File: src/design/hant_pkg.sv
// Shared types and codes for the hashed neighbor table.
package hant_pkg;

  // Request codes carried in the action field.
  localparam logic [2:0] ACT_LOOKUP   = 3'd0;
  localparam logic [2:0] ACT_ADD_RES  = 3'd1;
  localparam logic [2:0] ACT_ADD_PEND = 3'd2;
  localparam logic [2:0] ACT_ENQUEUE  = 3'd3;
  localparam logic [2:0] ACT_STAMP    = 3'd4;

  // Result status codes.
  localparam logic [1:0] RES_OK      = 2'd0;
  localparam logic [1:0] RES_DROPPED = 2'd1;
  localparam logic [1:0] RES_NO_PEND = 2'd2;

  // Register indexes of the configuration port.
  localparam logic [3:0] REG_HASH_MULT = 4'd0;
  localparam logic [3:0] REG_PEND_LIM  = 4'd1;

  // Widest way index for the largest supported associativity.
  localparam int WAY_IDX_W = 4;

  typedef enum logic [1:0] {
    EST_FREE = 2'd0,
    EST_PEND = 2'd1,
    EST_RES  = 2'd2
  } entry_st_e;

  typedef enum logic [2:0] {
    S_IDLE,
    S_HASH,
    S_READ,
    S_PROC,
    S_OUT
  } fsm_e;

  typedef struct packed {
    entry_st_e   st;
    logic [31:0] ip;
    logic [47:0] mac;
    logic [31:0] res_time;
    logic [31:0] req_time;
    logic [3:0]  qcnt;
  } entry_t;

  // Outcome of comparing one set against an address.
  typedef struct packed {
    logic                 hit;
    logic [WAY_IDX_W-1:0] hit_way;
    logic                 full;
    logic [WAY_IDX_W-1:0] slot;
  } match_t;

endpackage

File: src/design/hant_match.sv
// Way compare, free-way search and eviction victim choice for one set.
module hant_match #(
  parameter int WAYS = 4
) (
  input  hant_pkg::entry_t [WAYS-1:0] row_i,
  input  logic [31:0]                 ip_i,
  output hant_pkg::match_t            match_o
);

  always_comb begin
    logic                           have_free;
    logic                           have_res;
    logic                           have_pend;
    logic [31:0]                    best_res;
    logic [31:0]                    best_pend;
    logic [hant_pkg::WAY_IDX_W-1:0] free_way;
    logic [hant_pkg::WAY_IDX_W-1:0] res_way;
    logic [hant_pkg::WAY_IDX_W-1:0] pend_way;
    match_o   = '0;
    have_free = 1'b0;
    have_res  = 1'b0;
    have_pend = 1'b0;
    best_res  = '0;
    best_pend = '0;
    free_way  = '0;
    res_way   = '0;
    pend_way  = '0;
    for (int w = 0; w < WAYS; w++) begin
      // First live way that holds the address.
      if (!match_o.hit && row_i[w].st != hant_pkg::EST_FREE && row_i[w].ip == ip_i) begin
        match_o.hit     = 1'b1;
        match_o.hit_way = hant_pkg::WAY_IDX_W'(w);
      end
      if (!have_free && row_i[w].st == hant_pkg::EST_FREE) begin
        have_free = 1'b1;
        free_way  = hant_pkg::WAY_IDX_W'(w);
      end
      // Oldest resolved and oldest pending, first way wins ties.
      if (row_i[w].st == hant_pkg::EST_RES && (!have_res || row_i[w].res_time < best_res)) begin
        have_res = 1'b1;
        best_res = row_i[w].res_time;
        res_way  = hant_pkg::WAY_IDX_W'(w);
      end
      if (row_i[w].st == hant_pkg::EST_PEND &&
          (!have_pend || row_i[w].req_time < best_pend)) begin
        have_pend = 1'b1;
        best_pend = row_i[w].req_time;
        pend_way  = hant_pkg::WAY_IDX_W'(w);
      end
    end
    match_o.full = !have_free;
    if (have_free) begin
      match_o.slot = free_way;
    end else if (have_res) begin
      match_o.slot = res_way;
    end else begin
      match_o.slot = pend_way;
    end
  end

endmodule

File: config.mk
export PLATFORM = sky130hd
export DESIGN_NAME = hant_match
export DESIGN_NICKNAME = d
export VERILOG_FILES = /design/src/design/hant_pkg.sv /design/src/design/hant_match.sv
export SDC_FILE = /design/constraint.sdc
export NUM_CORES = 1
export LEC_CHECK = 0
export BUFFER_PORTS_ARGS = -buffer_cell sky130_fd_sc_hd__buf_4
export CAP_MARGIN = 25
export CELL_PAD_IN_SITES_DETAIL_PLACEMENT = 2
export CELL_PAD_IN_SITES_GLOBAL_PLACEMENT = 2
export CORE_AREA = 2 2 249 251
export DETAILED_ROUTE_END_ITERATION = 12
export DIE_AREA = 0 0 251 253
export PLACE_DENSITY = 0.67
export SLEW_MARGIN = 20
export SYNTH_ARGS = -nofsm -noshare
export SYNTH_HDL_FRONTEND = slang
export SYNTH_SLANG_ARGS = --single-unit
File: constraint.sdc
create_clock -name vclk -period 27
set_input_delay 5.4 -clock vclk [all_inputs]
set_output_delay 5.4 -clock vclk [all_outputs]
set_load 0.01 [all_outputs]
==> metrics.md, run 1 <==
| Metric | Value |
|---|---|
| CP startpoint kind | input pin |
| Die area | 63500 um^2 |
| Cell Area, Placed | 12000 um^2 |
| Die X | 251 um |
| Core area | 61000 um^2 |
| Synth Area per Inst | 7.31 um^2 |
| Worst Tran Pin Value | 0.987 ns |
| Yosys warns | 0 |
| Footprint of the multi-input gates | 7460 um^2 |
| Largest net degree at the start of global routing | 66 |
| Rows | 91 |
| WP buf/inv | 4 |
| Vias | 9863 |
| Max-slew headroom | 33.6% |
| Tmin final | 20.19 ns |
| CTS Hold Bufs | 0 |
| RSZ-0062 raised after global routing | false |
| Type of the most critical hold path | input pin to output port |
| Final HPWL DP | 43500 um |
| Global-route wire length before repair | 68500 um |
| Crit path largest cell delay | 0.86 ns |
| Commonest non-fill, non-tap cell in the layout | buf_4 |
| Number of remaining DRC errors | 0 |
| Place WS | 6.42 ns |
| DRT iter0 DRCs | 175 |
| Min setup slack post-route | 6.81 ns |
| Post-route antenna net violation count | 0 |
| Most frequent cells in the layout | buf_4 (436), ha_1 (186), nand2_1 (132), a21oi_1 (91), xnor2_1 (71) |
| Status | complete, no violations |
| Vias/cell | 4.34 |
| Slowest stage cell, crit path | nor4_1 |
| Netlist area before placement | 7870 um^2 |
| Top Layer Used | met5 |
| PD cells | 18.8 nW/um^2 |
| Vias in the first global route | 11400 |
| Ratio of cells with drive above 1 in the final layout | 32.7% |
| Final #Nets | 2303 |
| Maximum VDD drop | 0.00623 mV |
| Filler cell count | 7264 |
| Fin crit share | 74.8% |
| Post CTS Setup Buffer Count | 0 |
| Count of cell types in the netlist | 71 |
| Area Growth Syn to Fin | 52.2% |
| Met1 Wirelength | 18700 um |
| Worst path arrival time | 14.79 ns |
| Clock buffer count | 0 |
| Gr usage total | 14.1% |
| CP max FO | 34 |
| CP Class | input pin to output port |
| Req. time, crit path | 21.60 ns |
| Final-report hold violation count | 0 |
| Worst setup EP type | output port |
| Largest delay share family, worst path | compound AO/OA/AOI/OAI gates |
| Max Freq | 49.5 MHz |
| Routability Congestion | 0.909 |
| LEAKAGE | 5.40 nW |
| # port buffers | 430 |
| Grt ovf | 0 |
| FF/Latch Area | 0 um^2 |
| Routed length on met3 | 2960 um |
| Final setup viols | 0 |
| WL/cell | 20.6 um |
| Initial Utilization | 12.9% |
| IO Count | 642 |
| Seq/Total Area, Yosys | 0% |
| Fin Setup TNS | 0 ns |
| Final Instance Area | 12000 um^2 |
| Syn Inst Count | 1077 |
| Post-Route WL | 46800 um |
| Num sequential | 0 |
| Met2 wire len | 23500 um |
| MaxCap Viol Count | 0 |
| TritonRoute pass-1 iters | 4 |
| Post-CTS sizing | 0 |
| Slew Limit Fails | 0 |
| Worst hold slack | 11.27 ns |
| Layout Utilization | 19.6% |
| Antenna violations before repair | 3 |
| Die Y | 253 um |
cells in the mapped netlist (5+ instances only):
master    number  area, um^2
ha_1         186        2330
nand2_1      132         495
a21oi_1       91         455
xnor2_1       71         622
inv_1         68         255
nor2_1        60         225
o21ai_0       58         290
nand4_1       53         332
xor2_1        53         464
mux2_2        32         360
mux2_1        30         338
nor4_1        25         156
nand3_1       24         120
nor3_1        18        90.1
buf_2         16        80.1
a21o_1        13        97.6
nand2b_1      10        62.6
clkbuf_1       9        33.8
o21a_1         9        67.6
a211o_1        8        70.1
a211oi_1       8        60.1
o211ai_1       8        60.1
o21ai_1        7        35.0
a311oi_1       5        43.8
a31oi_1        5        31.3
nor2b_1        5        31.3
routing by layer:
layer,vias to the layer above,GRT usage [%]
met5,-,0
met4,2,4.05
met3,46,2.30
met2,338,26.7
met1,4684,16.2
li1,4793,-
tightest hold or removal path, cell delays in order:
cell     delay [ns]
buf_4          0.15
o21ai_0        0.10
o21ai_0        0.08
buf_4          0.14
area by class of cell:
cell class,instances,share of cell area (%)
antenna,2,0.0418
inverter,68,2.13
multi-input combinational,979,62.3
tap,790,8.25
timing repair buffer,436,27.3
kinds of logic (layout without fill, tap and decap cells):
group,after synthesis,after routing,share of synthesized area [%]
compound gates,258,258,21.2
xor+xnor,124,124,13.8
fa+ha+maj,186,186,29.6
buf+inv,101,504,5.56
mux,62,62,8.87
other cells,1,6,0.0476
simple gates,345,345,20.9
power breakdown:
group           internal, mW  switching, mW
logic                  0.108          0.117
clock network  0.00000000992              0
registers                  0              0
total                  0.108          0.117
worst paths after layout:
path	start	endpoint	slack (ns)	depth (start not counted)
worst max-delay path	row_i[148]	match_o[0]	6.81	32
worst min-delay path	row_i[148]	match_o[0]	11.27	4
through the flow:
stage                     power [mW]  std cells
after detailed placement       0.228       2273
after CTS                      0.229       2273
final                          0.225       2275
after global placement         0.219       2273
after floorplan                0.118       1080
after global routing           0.253       2274
No activity file was read; power rests on OpenSTA's default activity.
==> inputs of run 2 (changes only) <==
CORE_AREA = 2 2 253 255   (was 2 2 249 251)
DIE_AREA = 0 0 255 257   (was 0 0 251 253)
PLACE_DENSITY = 0.68   (was 0.67)
clock period = 16.92 ns   (was 27 ns; I/O delays follow)
==> metrics.md, run 2 (synthesized netlist as in run 1, its figures left out) <==
| Metric | Value |
|---|---|
| Gr usage total | 13.7% |
| CTS Hold Bufs | 0 |
| CP Class | input pin to output port |
| Largest net degree at the start of global routing | 53 |
| Ratio of cells with drive above 1 in the final layout | 32.9% |
| Area Growth Syn to Fin | 53.7% |
| Max Freq | 62.3 MHz |
| WL/cell | 20.0 um |
| Status | complete, no violations |
| Number of remaining DRC errors | 0 |
| Fin Setup TNS | 0 ns |
| Final HPWL DP | 43500 um |
| Die area | 65500 um^2 |
| RSZ-0062 raised after global routing | false |
| Type of the most critical hold path | input pin to output port |
| Maximum VDD drop | 0.0105 mV |
| Worst hold slack | 7.35 ns |
| Final Instance Area | 12100 um^2 |
| Vias/cell | 4.21 |
| IO Count | 642 |
| Post CTS Setup Buffer Count | 0 |
| Req. time, crit path | 13.54 ns |
| Cell Area, Placed | 12100 um^2 |
| CP startpoint kind | input pin |
| Crit. Startpoint | row_i[149] |
| Vias | 9850 |
| Slew Limit Fails | 0 |
| Crit path largest cell delay | 0.69 ns |
| CP Capture Point | match_o[0] |
| CP most frequent cell | buf_4 |
| Core area | 62700 um^2 |
| Most frequent cells in the layout | buf_4 (438), ha_1 (186), nand2_1 (132), a21oi_1 (91), xnor2_1 (71) |
| Vias in the first global route | 11500 |
| Clock buffer count | 0 |
| Global-route wire length before repair | 68600 um |
| Final #Nets | 2307 |
| Post-Route WL | 46700 um |
| Worst Tran Pin Value | 0.878 ns |
| FF/Latch Area | 0 um^2 |
| Antenna violations before repair | 7 |
| Worst path arrival time | 12.66 ns |
| Routability Congestion | 0.876 |
| TritonRoute pass-1 iters | 4 |
| Slowest stage cell, crit path | a31oi_4 |
| Final-report hold violation count | 0 |
| Filler cell count | 7514 |
| Post-CTS sizing | 0 |
| PD cells | 29.9 nW/um^2 |
| Worst setup EP type | output port |
| Die Y | 257 um |
| Post-route antenna net violation count | 0 |
| Place WS | 0.0809 ns |
| Fin crit share | 94.8% |
| Fin cells | 2337 |
| Post-Place Cells | 2332 |
| MaxCap Viol Count | 0 |
| DRT iter0 DRCs | 236 |
| Tmin final | 16.04 ns |
| Final setup viols | 0 |
| Grt ovf | 0 |
| Min setup slack post-route | 0.878 ns |
| Footprint of the multi-input gates | 7460 um^2 |
| LEAKAGE | 5.43 nW |
| # port buffers | 430 |
| Max-slew headroom | 40.9% |
| Initial Utilization | 12.5% |
| Num sequential | 0 |
| CP max FO | 52 |
| Commonest non-fill, non-tap cell in the layout | buf_4 |
| Rows | 92 |
| Die X | 255 um |
-- run 2: power by group --
group | switching (mW) | leakage, nW | internal, mW | total, mW
registers | 0 | 0 | 0 | 0
clock network | 0 | 0.0000254 | 0.0000000241 | 0.0000000241
logic | 0.188 | 5.43 | 0.174 | 0.362
-- run 2: worst max-delay path: cells and delay by family --
family / cells / cell delay (ns)
muxes: 1 / 0.37
AOI/OAI and AO/OA: 18 / 5.25
buffers and inverters: 5 / 1.34
adders and majority gates: 3 / 0.98
and+or+nand+nor: 7 / 1.27
-- run 2: layout make-up --
class | count | share of cell area [%]
antenna | 4 | 0.0827
tap | 846 | 8.75
inverter | 68 | 2.11
multi-input combinational | 979 | 61.6
timing repair buffer | 440 | 27.4
-- run 2: worst min path at each step --
stage / start / endpoint / cells past startpoint
6_report: row_i[149] / match_o[0] / 4
5_1_grt: row_i[149] / match_o[0] / 4
4_1_cts: row_i[149] / match_o[0] / 4
3_5_place_dp: row_i[599] / match_o[0] / 5
3_3_place_gp: row_i[599] / match_o[0] / 5
2_1_floorplan: row_i[149] / match_o[0] / 2
-- run 2: per-stage QoR --
step,total power [mW],utilization (%)
6_report,0.362,19.3
5_1_grt,0.407,19.3
4_1_cts,0.368,19.3
3_5_place_dp,0.366,19.3
3_3_place_gp,0.350,19.3
2_1_floorplan,0.188,-
-- run 2: metal layers --
layer  track usage, %  part of all wire (%)  vias up  wire (um)
li1                 -                     -     4803          -
met1             15.9                    41     4713      19200
met2             25.9                    51      293      23800
met3             2.26                   5.4       35       2530
met4             2.94                   2.4        6       1140
met5                0                 0.069        -         32
==> inputs of run 3 (changes only) <==
ABC_AREA = 1   (was not set)
PLACE_DENSITY = 0.7   (was 0.68)
==> metrics.md, run 3 <==
| Metric | Value |
|---|---|
| CP Class | input pin to output port |
| IO Count | 642 |
| Post-Place Cells | 2479 |
| Fin cells | 2489 |
| Slowest stage cell, crit path | nor2_4 |
| Post CTS Setup Buffer Count | 0 |
| Crit path largest cell delay | 0.58 ns |
| Worst setup EP type | output port |
| Initial Utilization | 11.8% |
| Routability Congestion | 0.880 |
| Die Y | 257 um |
| Layout Utilization | 18.5% |
| Tmin final | 14.56 ns |
| Type of the most critical hold path | input pin to output port |
| Netlist area before placement | 7390 um^2 |
| Mux cell area share after synthesis | 0% |
| Largest family of logic cells by synthesized area | adder cells |
| # port buffers | 430 |
| Count of cell types in the netlist | 40 |
| PD cells | 28.9 nW/um^2 |
| Syn Inst Count | 1232 |
| Clock buffer count | 0 |
| Fin crit share | 86.1% |
| Post-synthesis xor/xnor area fraction | 5.22% |
| Number of remaining DRC errors | 0 |
| Seq/Total Area, Yosys | 0% |
| Final-report hold violation count | 0 |
| Rows | 92 |
| Worst hold slack | 7.24 ns |
| Area Growth Syn to Fin | 57.4% |
| Hold_sp | row_i[277] |
| Status | complete, no violations |
| Yosys warns | 0 |
| Post-Route WL | 46700 um |
| Worst path arrival time | 11.18 ns |
| Slew Limit Fails | 0 |
| FF/Latch Area | 0 um^2 |
| CTS Hold Bufs | 0 |
| CP max FO | 36 |
| Vias in the first global route | 11700 |
| Most frequent cell after synthesis | nand2_1 |
| Global-route wire length before repair | 67900 um |
| CP startpoint kind | input pin |
| TritonRoute pass-1 iters | 6 |
| Post-CTS sizing | 0 |
| Post-route antenna net violation count | 0 |
| Commonest cells in the netlist | nand2_1 (402), ha_1 (186), o21ai_0 (161) |
| LEAKAGE | 5.83 nW |
| Synth top area cells | ha_1 (31%), nand2_1 (20%), o21ai_0 (11%), a21oi_1 (5.8%), inv_1 (3.9%) |
| Complex-gate fraction of the synthesized area | 26.1% |
| RSZ-0062 raised after global routing | false |
| Max-slew headroom | 33.3% |
| Die X | 255 um |
| DRT iter0 DRCs | 309 |
| Gr usage total | 13.5% |
| Vias | 10500 |
| Synth Area per Inst | 6.00 um^2 |
| Top cell type's share of synthesized area | 31.5% |
| Synth Area in Adders | 31.5% |
| Num sequential | 0 |
| Max Freq | 68.7 MHz |
| CP most frequent cell | nand2_1 |
| Final HPWL DP | 43400 um |
| Vias/cell | 4.20 |
| Final setup viols | 0 |
| Commonest non-fill, non-tap cell in the layout | buf_4 |
| Worst hold path endpoint | match_o[5] |
| Fin Setup TNS | 0 ns |
| Post-Synth Simple-Gate Area | 31.1% |
| Antenna violations before repair | 11 |
| Ratio of cells with drive above 1 in the final layout | 28.5% |
| Largest net degree at the start of global routing | 64 |
| Grt ovf | 0 |
| Die area | 65500 um^2 |
| Final #Nets | 2454 |
| Maximum VDD drop | 0.00890 mV |
| Core area | 62700 um^2 |
| Synth area leader | ha_1 |
| Req. time, crit path | 13.54 ns |
| Hold path cells | 5 |
| Tot Pwr | 336 uW |
| Most frequent cells in the layout | buf_4 (435), nand2_1 (400), ha_1 (186), o21ai_0 (161), a21oi_1 (85) |
| Worst Tran Pin Value | 1.00 ns |
| WL/cell | 18.8 um |
| MaxCap Viol Count | 0 |
## run 3: changes by cell type in the layout (fill, tap and decap cells not counted), sizes merged, moves of 12 or more
cell / previous run / this run
a21o: 14 / 0
nand4: 53 / 25
xnor2: 71 / 29
xor2: 53 / 15
mux2: 62 / 0
a211oi: 8 / 21
nand2: 132 / 405
or2: 4 / 18
o21ai: 65 / 161
o22ai: 4 / 17
nor2: 60 / 48
## run 3: per-layer routing
layer | GRT usage (%) | vias up | routed length, um
met2 | 24.5 | 259 | 23200
met4 | 2.73 | 2 | 1020
li1 | - | 5168 | -
met3 | 2.12 | 48 | 2420
met5 | 0 | - | 11
met1 | 16.5 | 4989 | 20000
## run 3: cells by family after synthesis
kind of cell	after synthesis
AO/OA/AOI/OAI	335
AND/OR/NAND/NOR	552
XOR/XNOR	44
adder cells (fa/ha/maj)	186
buffers and inverters	114
other	1
## run 3: how the worst max path moves through the flow
stage | end | from
floorplan | match_o[1] | row_i[148]
global placement | match_o[0] | row_i[149]
detailed placement | match_o[0] | row_i[149]
CTS | match_o[0] | row_i[149]
global route | match_o[0] | row_i[148]
finish | match_o[0] | row_i[148]
## run 3: final cells by class
type                            instances  area (um^2)
Antenna cell                            9         22.5
Fill cell                            7591        51100
Inverter                               77          289
Multi-Input combinational cell       1121         6970
Tap cell                              846         1060
Timing Repair Buffer                  436         3290
## run 3: report_power, final
| group | internal (mW) | switching, mW |
|---|---|---|
| registers | 0 | 0 |
| clock network | 0.0000000713 | 0 |
| logic | 0.155 | 0.181 |
## run 3: worst max-delay path: cells and delay by family
| family | cells | cell delay, ns |
|---|---|---|
| AOI/OAI and AO/OA | 4 | 0.62 |
| buffers and inverters | 6 | 1.19 |
| adders and majority gates | 3 | 0.98 |
| and+or+nand+nor | 30 | 4.96 |
## run 3: through the flow
| stage | instance area [um^2] | setup WS, ns |
|---|---|---|
| floorplan | 7400 | 4.99 |
| global placement | 11600 | 1.90 |
| detailed placement | 11600 | 1.60 |
| CTS | 11600 | 1.59 |
| global route | 11600 | 1.38 |
| finish | 11600 | 2.36 |
